--- src/design/lscs_pkg.sv ---
// Shared types and constants for the line whitespace-collapse and comment-strip block.
package lscs_pkg;

  // Saturation limit of the kept-byte count and the derived widths
  localparam int MAX_LINE = 4096;
  localparam int CNT_W    = $clog2(MAX_LINE + 1);
  localparam int LEN_W    = 13;
  localparam int BYTE_W   = 8;

  // Queue between front and back
  localparam int QDEPTH   = 4;
  localparam int QPTR_W   = $clog2(QDEPTH);
  localparam int QCNT_W   = $clog2(QDEPTH + 1);

  // Input word kinds (in_tuser)
  localparam logic ACT_CHAR = 1'b0;
  localparam logic ACT_END  = 1'b1;

  // Character codes
  localparam logic [BYTE_W-1:0] CH_SPACE = 8'h20;
  localparam logic [BYTE_W-1:0] CH_SLASH = 8'h2F;
  localparam logic [BYTE_W-1:0] CH_NUL   = 8'h00;
  localparam logic [BYTE_W-1:0] CH_TAB   = 8'h09;
  localparam logic [BYTE_W-1:0] CH_CR    = 8'h0D;

  // All results caused by one input word: up to three bytes, then the length
  typedef struct packed {
    logic [BYTE_W-1:0] byte0;
    logic [BYTE_W-1:0] byte1;
    logic [BYTE_W-1:0] byte2;
    logic [1:0]        n_bytes;
    logic              has_len;
    logic [LEN_W-1:0]  length;
  } bundle_t;

  // Queue status seen by front and back
  typedef struct packed {
    logic empty;
    logic full;
  } q_status_t;

  function automatic logic is_ws(input logic [BYTE_W-1:0] c);
    return (c == CH_SPACE) || ((c >= CH_TAB) && (c <= CH_CR));
  endfunction

endpackage

--- src/design/lscs_front.sv ---
// Front part: accepts input words, tracks line state and builds result bundles.
module lscs_front (
  input  logic              clk,
  input  logic              rst_n,
  input  logic              in_fire,
  input  logic              in_action,
  input  logic [7:0]        in_char,
  output logic              push,
  output lscs_pkg::bundle_t push_data
);

  logic                       started_r, started_nxt;
  logic                       space_pending_r, space_pending_nxt;
  logic                       slash_held_r, slash_held_nxt;
  logic                       comment_seen_r, comment_seen_nxt;
  logic [lscs_pkg::CNT_W-1:0] kept_count_r, kept_count_nxt;

  // Classify the word and work out the bytes it releases
  always_comb begin
    logic                       pre_sp;
    logic [1:0]                 m;
    logic [7:0]                 x;
    logic [7:0]                 y;
    logic [1:0]                 nb;
    logic                       end_line;
    logic [lscs_pkg::CNT_W:0]   sum;
    logic [lscs_pkg::CNT_W-1:0] cnt_sat;

    started_nxt       = started_r;
    space_pending_nxt = space_pending_r;
    slash_held_nxt    = slash_held_r;
    comment_seen_nxt  = comment_seen_r;
    pre_sp            = 1'b0;
    m                 = 2'd0;
    x                 = lscs_pkg::CH_NUL;
    y                 = lscs_pkg::CH_NUL;
    end_line          = 1'b0;
    push_data         = '0;

    if (in_fire) begin
      if (in_action == lscs_pkg::ACT_END) begin
        end_line = 1'b1;
        if (slash_held_r && !comment_seen_r) begin
          pre_sp = space_pending_r;
          m      = 2'd1;
          x      = lscs_pkg::CH_SLASH;
        end
      end else if ((in_char != lscs_pkg::CH_NUL) && !comment_seen_r) begin
        if (slash_held_r) begin
          slash_held_nxt = 1'b0;
          if (in_char == lscs_pkg::CH_SLASH) begin
            // Comment begins: drop the held slash and pending space
            comment_seen_nxt  = 1'b1;
            space_pending_nxt = 1'b0;
          end else if (lscs_pkg::is_ws(in_char)) begin
            pre_sp            = space_pending_r;
            m                 = 2'd1;
            x                 = lscs_pkg::CH_SLASH;
            space_pending_nxt = 1'b1;
          end else begin
            pre_sp            = space_pending_r;
            m                 = 2'd2;
            x                 = lscs_pkg::CH_SLASH;
            y                 = in_char;
            space_pending_nxt = 1'b0;
          end
        end else if (lscs_pkg::is_ws(in_char)) begin
          if (started_r) begin
            space_pending_nxt = 1'b1;
          end
        end else if (in_char == lscs_pkg::CH_SLASH) begin
          started_nxt    = 1'b1;
          slash_held_nxt = 1'b1;
        end else begin
          started_nxt       = 1'b1;
          pre_sp            = space_pending_r;
          m                 = 2'd1;
          x                 = in_char;
          space_pending_nxt = 1'b0;
        end
      end
    end

    // Place the bytes, with the collapsed space first when it goes out
    if (pre_sp) begin
      push_data.byte0 = lscs_pkg::CH_SPACE;
      push_data.byte1 = x;
      push_data.byte2 = y;
      nb              = m + 2'd1;
    end else begin
      push_data.byte0 = x;
      push_data.byte1 = y;
      push_data.byte2 = lscs_pkg::CH_NUL;
      nb              = m;
    end
    push_data.n_bytes = nb;

    // Advance the saturating kept count
    sum = {1'b0, kept_count_r} + (lscs_pkg::CNT_W + 1)'(nb);
    if (sum > (lscs_pkg::CNT_W + 1)'(lscs_pkg::MAX_LINE)) begin
      cnt_sat = lscs_pkg::CNT_W'(lscs_pkg::MAX_LINE);
    end else begin
      cnt_sat = sum[lscs_pkg::CNT_W-1:0];
    end
    kept_count_nxt = cnt_sat;

    // End of line: report the length and return to the reset state
    if (end_line) begin
      push_data.has_len = 1'b1;
      push_data.length  = lscs_pkg::LEN_W'(cnt_sat);
      started_nxt       = 1'b0;
      space_pending_nxt = 1'b0;
      slash_held_nxt    = 1'b0;
      comment_seen_nxt  = 1'b0;
      kept_count_nxt    = '0;
    end

    push = in_fire && ((nb != 2'd0) || end_line);
  end

  // Hold the line state
  always_ff @(posedge clk) begin
    if (!rst_n) begin
      started_r       <= 1'b0;
      space_pending_r <= 1'b0;
      slash_held_r    <= 1'b0;
      comment_seen_r  <= 1'b0;
      kept_count_r    <= '0;
    end else begin
      started_r       <= started_nxt;
      space_pending_r <= space_pending_nxt;
      slash_held_r    <= slash_held_nxt;
      comment_seen_r  <= comment_seen_nxt;
      kept_count_r    <= kept_count_nxt;
    end
  end

  // A held slash is released before a comment is marked
  a_slash_not_in_comment: assert property (@(posedge clk) disable iff (!rst_n)
    !(slash_held_r && comment_seen_r))
    else $error("slash held inside a comment");

  // Nothing is held or pending before the first non-blank byte
  a_idle_before_start: assert property (@(posedge clk) disable iff (!rst_n)
    !started_r |-> (!slash_held_r && !space_pending_r && kept_count_r == '0))
    else $error("line state set before start");

  // Kept count never passes the limit
  a_count_sat: assert property (@(posedge clk) disable iff (!rst_n)
    kept_count_r <= lscs_pkg::CNT_W'(lscs_pkg::MAX_LINE))
    else $error("kept count beyond limit");

endmodule

--- src/design/lscs_queue.sv ---
// Short bundle queue between the front and back parts.
module lscs_queue (
  input  logic                 clk,
  input  logic                 rst_n,
  input  logic                 push,
  input  lscs_pkg::bundle_t    push_data,
  input  logic                 pop,
  output lscs_pkg::bundle_t    head,
  output lscs_pkg::q_status_t status
);

  lscs_pkg::bundle_t           mem_r [lscs_pkg::QDEPTH];
  logic [lscs_pkg::QPTR_W-1:0] wr_ptr_r, wr_ptr_nxt;
  logic [lscs_pkg::QPTR_W-1:0] rd_ptr_r, rd_ptr_nxt;
  logic [lscs_pkg::QCNT_W-1:0] count_r, count_nxt;

  assign status.empty = (count_r == '0);
  assign status.full  = (count_r == lscs_pkg::QCNT_W'(lscs_pkg::QDEPTH));
  assign head         = mem_r[rd_ptr_r];

  // Advance pointers and fill level
  always_comb begin
    wr_ptr_nxt = push ? wr_ptr_r + lscs_pkg::QPTR_W'(1) : wr_ptr_r;
    rd_ptr_nxt = pop ? rd_ptr_r + lscs_pkg::QPTR_W'(1) : rd_ptr_r;
    count_nxt  = count_r + lscs_pkg::QCNT_W'(push) - lscs_pkg::QCNT_W'(pop);
  end

  always_ff @(posedge clk) begin
    if (!rst_n) begin
      wr_ptr_r <= '0;
      rd_ptr_r <= '0;
      count_r  <= '0;
    end else begin
      wr_ptr_r <= wr_ptr_nxt;
      rd_ptr_r <= rd_ptr_nxt;
      count_r  <= count_nxt;
    end
  end

  // Store the bundle
  always_ff @(posedge clk) begin
    if (push) begin
      mem_r[wr_ptr_r] <= push_data;
    end
  end

  a_no_push_full: assert property (@(posedge clk) disable iff (!rst_n)
    status.full |-> !push)
    else $error("push into full queue");

  a_no_pop_empty: assert property (@(posedge clk) disable iff (!rst_n)
    status.empty |-> !pop)
    else $error("pop from empty queue");

  a_level_tracks: assert property (@(posedge clk) disable iff (!rst_n)
    (push && !pop) |=> (count_r == $past(count_r) + lscs_pkg::QCNT_W'(1)))
    else $error("queue level lost a push");

endmodule

--- src/design/lscs_back.sv ---
// Back part: walks bundles, one result word per cycle unless stalled.
module lscs_back (
  input  logic                 clk,
  input  logic                 rst_n,
  input  lscs_pkg::bundle_t    head,
  input  lscs_pkg::q_status_t  status,
  output logic                 pop,
  output logic                 out_tvalid,
  input  logic                 out_tready,
  output logic [23:0]          out_tdata,
  output logic                 out_tuser,
  output logic                 out_tlast
);

  logic [1:0]                 idx_r, idx_nxt;
  logic                       out_valid_r, out_valid_nxt;
  logic [lscs_pkg::BYTE_W-1:0] out_byte_r, out_byte_nxt;
  logic [lscs_pkg::LEN_W-1:0] out_len_r, out_len_nxt;
  logic                       out_is_len_r, out_is_len_nxt;
  logic                       out_last_r, out_last_nxt;

  // Pick the next result of the head bundle when the output slot frees
  always_comb begin
    logic       load;
    logic [1:0] total;
    logic       last;

    idx_nxt        = idx_r;
    out_valid_nxt  = out_valid_r;
    out_byte_nxt   = out_byte_r;
    out_len_nxt    = out_len_r;
    out_is_len_nxt = out_is_len_r;
    out_last_nxt   = out_last_r;
    pop            = 1'b0;

    load  = !out_valid_r || out_tready;
    total = head.n_bytes + 2'(head.has_len);
    last  = (idx_r == total - 2'd1);

    if (load) begin
      if (status.empty) begin
        out_valid_nxt = 1'b0;
      end else begin
        out_valid_nxt = 1'b1;
        out_last_nxt  = last;
        if (idx_r < head.n_bytes) begin
          out_is_len_nxt = 1'b0;
          out_len_nxt    = '0;
          unique case (idx_r)
            2'd0:    out_byte_nxt = head.byte0;
            2'd1:    out_byte_nxt = head.byte1;
            2'd2:    out_byte_nxt = head.byte2;
            default: out_byte_nxt = lscs_pkg::CH_NUL;
          endcase
        end else begin
          out_is_len_nxt = 1'b1;
          out_len_nxt    = head.length;
          out_byte_nxt   = lscs_pkg::CH_NUL;
        end
        if (last) begin
          pop     = 1'b1;
          idx_nxt = 2'd0;
        end else begin
          idx_nxt = idx_r + 2'd1;
        end
      end
    end
  end

  always_ff @(posedge clk) begin
    if (!rst_n) begin
      idx_r       <= 2'd0;
      out_valid_r <= 1'b0;
    end else begin
      idx_r       <= idx_nxt;
      out_valid_r <= out_valid_nxt;
    end
  end

  // Output payload
  always_ff @(posedge clk) begin
    out_byte_r   <= out_byte_nxt;
    out_len_r    <= out_len_nxt;
    out_is_len_r <= out_is_len_nxt;
    out_last_r   <= out_last_nxt;
  end

  assign out_tvalid = out_valid_r;
  assign out_tdata  = {3'b000, out_len_r, out_byte_r};
  assign out_tuser  = out_is_len_r;
  assign out_tlast  = out_last_r;

  // A length word always closes its input word
  a_len_is_last: assert property (@(posedge clk) disable iff (!rst_n)
    (out_tvalid && out_tuser) |-> out_tlast)
    else $error("length word not marked last");

  // Walk index rests at zero whenever the queue is empty
  a_idx_idle: assert property (@(posedge clk) disable iff (!rst_n)
    status.empty |-> (idx_r == 2'd0))
    else $error("walk index left mid-bundle");

  // A stalled word is held
  a_hold_stall: assert property (@(posedge clk) disable iff (!rst_n)
    (out_tvalid && !out_tready) |=> (out_tvalid && $stable(out_tdata)))
    else $error("stalled word changed");

endmodule

--- src/design/line_space_collapse_comment_strip_top.sv ---
// Top level of the line whitespace-collapse and comment-strip block.
//
//  channel | dir | tdata                        | tuser      | tlast
//  --------+-----+------------------------------+------------+------------
//  in_     | in  | [7:0] char_in                | action     | -
//  out_    | out | [7:0] out_byte, [20:8] length| is_length  | last_of_run
//
// One input word per cycle is taken while the four-entry bundle queue has room.
// The output stage sends one result word at a time; a word that releases
// two or three results holds the back part until all have gone out, and the queue
// absorbs that until it fills, then in_tready drops.
// Synchronous active-low reset clears line state, queue and output valid.
// Either side may stall on its own; the output register holds a word until taken.
module line_space_collapse_comment_strip_top (
  input  logic        clk,
  input  logic        rst_n,
  input  logic        in_tvalid,
  output logic        in_tready,
  input  logic [7:0]  in_tdata,   // [7:0] char_in
  input  logic        in_tuser,   // [0] action
  output logic        out_tvalid,
  input  logic        out_tready,
  output logic [23:0] out_tdata,  // [7:0] out_byte, [20:8] line_length, [23:21] zero
  output logic        out_tuser,  // [0] is_length
  output logic        out_tlast
);

  lscs_pkg::bundle_t   push_data;
  lscs_pkg::bundle_t   head;
  lscs_pkg::q_status_t status;
  logic                push;
  logic                pop;
  logic                in_fire;

  assign in_tready = !status.full;
  assign in_fire   = in_tvalid && in_tready;

  lscs_front u_front (
    .clk       (clk),
    .rst_n     (rst_n),
    .in_fire   (in_fire),
    .in_action (in_tuser),
    .in_char   (in_tdata),
    .push      (push),
    .push_data (push_data)
  );

  lscs_queue u_queue (
    .clk       (clk),
    .rst_n     (rst_n),
    .push      (push),
    .push_data (push_data),
    .pop       (pop),
    .head      (head),
    .status    (status)
  );

  lscs_back u_back (
    .clk        (clk),
    .rst_n      (rst_n),
    .head       (head),
    .status     (status),
    .pop        (pop),
    .out_tvalid (out_tvalid),
    .out_tready (out_tready),
    .out_tdata  (out_tdata),
    .out_tuser  (out_tuser),
    .out_tlast  (out_tlast)
  );

endmodule
--- config.mk ---
export PLATFORM = sky130hd
export DESIGN_NAME = line_space_collapse_comment_strip_top
export DESIGN_NICKNAME = d
export VERILOG_FILES = /design/src/design/lscs_pkg.sv /design/src/design/lscs_front.sv /design/src/design/lscs_queue.sv /design/src/design/lscs_back.sv /design/src/design/line_space_collapse_comment_strip_top.sv
export SDC_FILE = /design/constraint.sdc
export NUM_CORES = 1
export LEC_CHECK = 0
export ABC_AREA = 1
export BUFFER_PORTS_ARGS = -buffer_cell sky130_fd_sc_hd__buf_2
export CAP_MARGIN = 20
export CORE_MARGIN = 3
export CORE_UTILIZATION = 62
export CTS_CLUSTER_DIAMETER = 50
export DETAILED_ROUTE_END_ITERATION = 10
export PLACE_DENSITY = 0.9
export SYNTH_ARGS = -nofsm -noshare
export SYNTH_HDL_FRONTEND = slang
export SYNTH_HIERARCHICAL = 1
export SYNTH_SLANG_ARGS = --single-unit
--- constraint.sdc ---
create_clock -name clk -period 3.55 [get_ports clk]
set_input_delay 0.355 -clock clk [delete_from_list [all_inputs] [get_ports clk]]
set_output_delay 0.355 -clock clk [all_outputs]
set_load 0.005 [all_outputs]
Yosys cells after proc, flatten, opt, wreduce, memory -nomap -nowiden
Memory sizes are Yosys's and may differ from the RTL's. A register that Yosys moved wholly into a read port is not among the register bits. Index checks and enable logic that the tools add are counted.

Add/subtract/negate cells: 9. Magnitude comparators: 4. Eq/ne operators: 8. Muxes and demuxes: 56. Bitwise gates (word level): 5. Reductions and logical operators: 21.

Operator list (number): 2-to-1 mux 8 bit (12); 2-to-1 mux 1 bit (27); 2-to-1 mux 24 bit (1); case mux 8 bit (3 select lines) (1); 2-to-1 mux 2 bit (11); == test 8 x 6 -> 1 bit (second input constant) (2); AND reduction 5 bit (3); adder 13 x 2 -> 14 bit (1); > comparator 14 x 13 -> 1 bit (second input constant) (1); 2-to-1 mux 14 bit (1); 2-to-1 mux 13 bit (1); 2-to-1 mux 6 bit (2); adder 2 x 1 -> 2 bit (second input constant) (4); greater-or-equal comparator 8 x 4 -> 1 bit (second input constant) (1); <= comparator 8 x 4 -> 1 bit (second input constant) (1); nonzero test 8 bit (1); logical AND 1 bit (5); inverter 1 bit (5); adder 3 x 1 -> 3 bit (1); == test 3 bit (second input constant) (1); zero test 1 bit (3); zero test 3 bit (1); logical OR 1 bit (3); inequality test 3 x 1 -> 1 bit (second input constant) (1); 13 further kinds (13).

Register bits after elaboration: 50. RAM bits: 160. Input bits: 13. Output and inout bits: 28. Logic and storage cells: 118. Memories: 1.

Memories: u_queue.mem_r (depth 4, width 40, rd ports 1, clocked after Yosys merged registers in 1, wr ports 1, RTL line lscs_queue.sv:12) `lscs_pkg::bundle_t mem_r [lscs_pkg::QDEPTH];`.

Longest topological paths before layout
Depth in word-level cells: 16. Depth in mapped cells: 28. Depth with buffers taken out: 27.

Modules after synthesis
The synthesis kept the hierarchy.

By module, submodules not included: lscs_queue (instances 1, cells each 523, area each 7058.0 sq um, sequential area each 4984.8 sq um); lscs_front (instances 1, cells each 312, area each 1610.3 sq um, sequential area each 340.3 sq um); lscs_back (instances 1, cells each 127, area each 1332.5 sq um, sequential area each 750.7 sq um); line_space_collapse_comment_strip_top (instances 1, cells each 3, area each 13.8 sq um, sequential area each 0.0 sq um).

Least setup slack after synthesis
No wires, ideal clock.

Path type: flip-flop to flip-flop. Start point: register u_queue/count_r[1] in the netlist's numbering. End point: memory u_queue/mem_r[0][4] in the netlist's numbering, data pin. Library setup time: 277 ps. Arrival: 2863 ps. Required time: 3273 ps. Setup slack: 410 ps. Cell stages (with the launch flop): 25. Buffers on the path: 1. Period minus slack after synthesis: 3140 ps. Cells stage by stage: dfxtp_1 inv_1 nand2_1 nor2_1 nor2_2 inv_1 nor2_1 inv_1 nor2_2 nand3_1 a21oi_1 nand2_1 inv_1 ha_1 fa_1 inv_1 nor2_1 nand3_1 xor2_1 nor2_1 nand3_1 nand2_1 buf_6 nand2_1 nor2_1.

RTL lines: start, declared (RTL line lscs_queue.sv:15) `logic [lscs_pkg::QCNT_W-1:0] count_r, count_nxt;`; start signal, assigned (RTL line lscs_queue.sv:36) `count_r <= count_nxt;`; end, declared (RTL line lscs_queue.sv:12).

==> impl_metrics.env <==
export IMPL_worstSetupEndpointType="flop"
export IMPL_drc_errors=0
export IMPL_track_usage_pct=23.6
export IMPL_hold_path_depth=4
export IMPL_yosys_cell_types_count=34
export IMPL_power_density_nw_per_um2=682
export IMPL_slew_headroom_pct=36.7
export IMPL_final_core_util_pct=73.0
export IMPL_max_slew_worst_pin_slew_ns=0.950
export IMPL_num_antenna_cells=0
export IMPL_min_period_over_period_pct=97.1
export IMPL_regArea_um2=6080
export IMPL_cts_buffers=24
export IMPL_drt_iter0_drc=880
export IMPL_routed_wl_um=21800
export IMPL_cp_arrival_ns=3.68
export IMPL_nNetsFinal=1047
export IMPL_dpl_hpwl_um=12900
export IMPL_fillers=924
export IMPL_hold_path_class="in2reg"
export IMPL_avgSynthCellArea_um2=10.4
export IMPL_multi_input_area_um2=3100
export IMPL_vias=7099
export IMPL_die_h_um=133
export IMPL_clk_pin_slew_ns=0.06
export IMPL_drv_slew=0
export IMPL_synth_async_sr_flop_share_pct=0
export IMPL_cts_path_max_buffers=3
export IMPL_clock_latency_ns=0.51
export IMPL_max_freq_mhz=290
export IMPL_setup_viol=0
export IMPL_clock_root_buffer="clkbuf_16"
export IMPL_wl_per_cell_um=17.4
export IMPL_drive_gt1_share_pct=22.3
export IMPL_leakagePower_nw=4.64
export IMPL_finalCriticalPeriod_ns=3.45
export IMPL_htreeDepth=1
export IMPL_die_area_um2=17700
export IMPL_min_to="u_back/out_tvalid"
export IMPL_r2r_start="u_queue/count_r[1]"
export IMPL_syn_instance_count=965
export IMPL_crit_buf_inv=6
export IMPL_critPathSlowestCell="dfxtp_1"
export IMPL_synth_warnings=6
export IMPL_worstPathMaxFanout=4
export IMPL_core_um2=15500
export IMPL_p_total_mw=7.71
export IMPL_synth_edff_count=183
export IMPL_irDropWorstVdd_mv=0.455
export IMPL_setup_worst_path_start_class="flop"
export IMPL_grt_pass1_wl_um=33500
export IMPL_reg2reg_depth=23
export IMPL_r2r_end="u_queue/mem_r[0][3]"
export IMPL_path_cells="inv_1 -> nand2_1 -> nor2_2 -> nor2_2 -> inv_1 -> nor2_1 -> inv_1 -> nor2_2 -> nand3_1 -> a21oi_1 -> nand2_1 -> inv_2 -> ha_4 -> fa_2 -> inv_1 -> nor2_4 -> nand3_2 -> xor2_2 -> o31ai_1 -> nand2_2 -> buf_4 -> nand2_1 -> nor2_2"
export IMPL_grt_overflow=0
export IMPL_grt_max_degree=58
export IMPL_yosysSeqAreaShare_pct=60.7
export IMPL_cap_viol_max_count=0
export IMPL_fin_cells=1247
export IMPL_reg2reg_slack_ns=0.10
export IMPL_cp_slowest_stage_delay_ns=0.33
export IMPL_cp_data_required_time_ns=3.79
export IMPL_gp_congestion=0.959
export IMPL_rows=45
export IMPL_port_buffers=37
export IMPL_ys_ff_latch=212
export IMPL_grt_pass1_vias=6730
export IMPL_crit_family="simple AND/OR/NAND/NOR gates"
export IMPL_synthFlopType="edfxtp_1"
export IMPL_first_pass_iters=5
export IMPL_holdBufCountCts=0
export IMPL_outcome="completed"
export IMPL_ioPinCount=41
export IMPL_netlist_area_um2=10000
export IMPL_antenna_found_initial=0
export IMPL_clkSinkCount=212
export IMPL_worstHoldStart="out_tready"
export IMPL_cts_tree="yes"
export IMPL_initial_core_util_pct=64.7
export IMPL_finalClockSkew_ns=0.0161
export IMPL_drtAntennaViolNets=0
export IMPL_area_growth_pct=12.8
export IMPL_finalHoldViolCount=0
export IMPL_critical_path_class="reg2reg"
export IMPL_routed_via_density=5.69
export IMPL_fin_hold_ws_ns=0.172
export IMPL_fp_dieW_um=133
export IMPL_dp_cells=1199
## cells in the mapped netlist (2+ instances only)
master	instances	area share, %
buf_6	14	1.6
nor2_4	2	0.22
xor2_1	2	0.17
fa_1	2	0.40
ha_1	14	1.7
nor2_1	82	3.1
nand3_1	23	1.1
buf_2	18	0.90
edfxtp_1	183	55
xnor2_1	3	0.26
buf_8	2	0.30
o211ai_2	40	5.0
a22o_1	8	0.70
nand2_2	42	2.6
o21ai_0	54	2.7
nor2_2	10	0.62
buf_4	3	0.22
nor3_1	7	0.35
nand2_1	177	6.6
nand4_1	5	0.31
dfxtp_1	29	5.8
inv_1	171	6.4
a21oi_1	59	2.9
clkbuf_1	5	0.19
## kinds of logic after synthesis
logic type,count (synthesis),share of synthesized area [%]
AO/OA/AOI/OAI,165,11.7
AND/OR/NAND/NOR,352,15.4
other,1,0.0374
adder cells (fa/ha/maj),16,2.15
flip-flops,212,60.7
buffers and inverters,214,9.63
XOR/XNOR,5,0.437
## flip-flops by register name, indices dropped and copies added, names as in the netlist, 2 cells and up, named ones only
name,flops
u_back/idx_r,2
u_back/out_byte_r,8
u_back/out_len_r,13
u_front/kept_count_r,13
u_queue/count_r,3
u_queue/mem_r,160
u_queue/rd_ptr_r,2
u_queue/wr_ptr_r,2
## layout make-up
type,instances,share of cell area [%]
Tap cell,211,2.34
Sequential cell,212,53.8
Clock inverter,10,0.831
Multi-Input combinational cell,541,27.5
Timing Repair Buffer,67,3.70
Clock buffer,34,6.10
Inverter,172,5.71
## where the power goes
| group | switching (mW) | internal [mW] | leakage (nW) |
|---|---|---|---|
| clock | 0.966 | 1.44 | 0.384 |
| combinational | 1.33 | 0.610 | 2.31 |
| sequential | 0.161 | 3.20 | 1.94 |
## per-layer routing
layer  up-vias  part of all wire [%]  track usage, %
met3        94                   9.0            3.59
met4         0                   3.7            8.11
met5         -                     0               0
met2       417                    48            39.6
met1      3303                    39            31.8
li1       3285                     -               -
## metrics by stage
stage | setup WS (ns) | setup TNS [ns] | area [um^2]
CTS | 0.0194 | 0 | 11100
global route | -0.0665 | -1.26 | 11300
finish | 0.104 | 0 | 11300
global placement | 0.209 | 0 | 10400
floorplan | 0.410 | 0 | 10000
detailed placement | 0.00473 | 0 | 10400
## tightest hold or removal path: stages
cell	delay (ns)
buf_2	0.08
inv_1	0.06
nand2_1	0.06
a21boi_0	0.07
## layout by cell type (no fill, tap or decap), types with 8 or more instances in the layout
| master | count |
|---|---|
| nor2_4 | 8 |
| nor2_2 | 18 |
| nand2_2 | 49 |
| inv_1 | 170 |
| a21oi_1 | 59 |
| buf_4 | 28 |
| a22o_1 | 8 |
| o211ai_2 | 40 |
| clkbuf_16 | 25 |
| nand2_1 | 170 |
| ha_1 | 13 |
| nand3_1 | 21 |
| nor2_1 | 68 |
| o21ai_0 | 53 |
| dfxtp_1 | 27 |
| buf_2 | 37 |
| edfxtp_1 | 183 |
## repair_timing
action                     CTS  global route
setup endpoints to repair    4            63
gates resized for setup      1            38
cloned                       0             1
buffers inserted             0             3
pin swaps                    0             6
## worst max-delay path by stage
stage / from / endpoint / slack, ns / cells after the start
finish: u_queue/count_r[1] / u_queue/mem_r[0][3] / 0.10 / 23
detailed placement: in_tdata[7] / u_queue/mem_r[0][8] / 0.005 / 27
global placement: in_tdata[7] / u_queue/mem_r[0][8] / 0.21 / 25
global route: u_queue/count_r[1] / u_queue/mem_r[0][3] / -0.07 / 23
floorplan: u_queue/count_r[1] / u_queue/mem_r[0][4] / 0.41 / 24
CTS: u_queue/count_r[1] / u_queue/mem_r[3][5] / 0.02 / 25
Power figures use the tool's default switching activity.
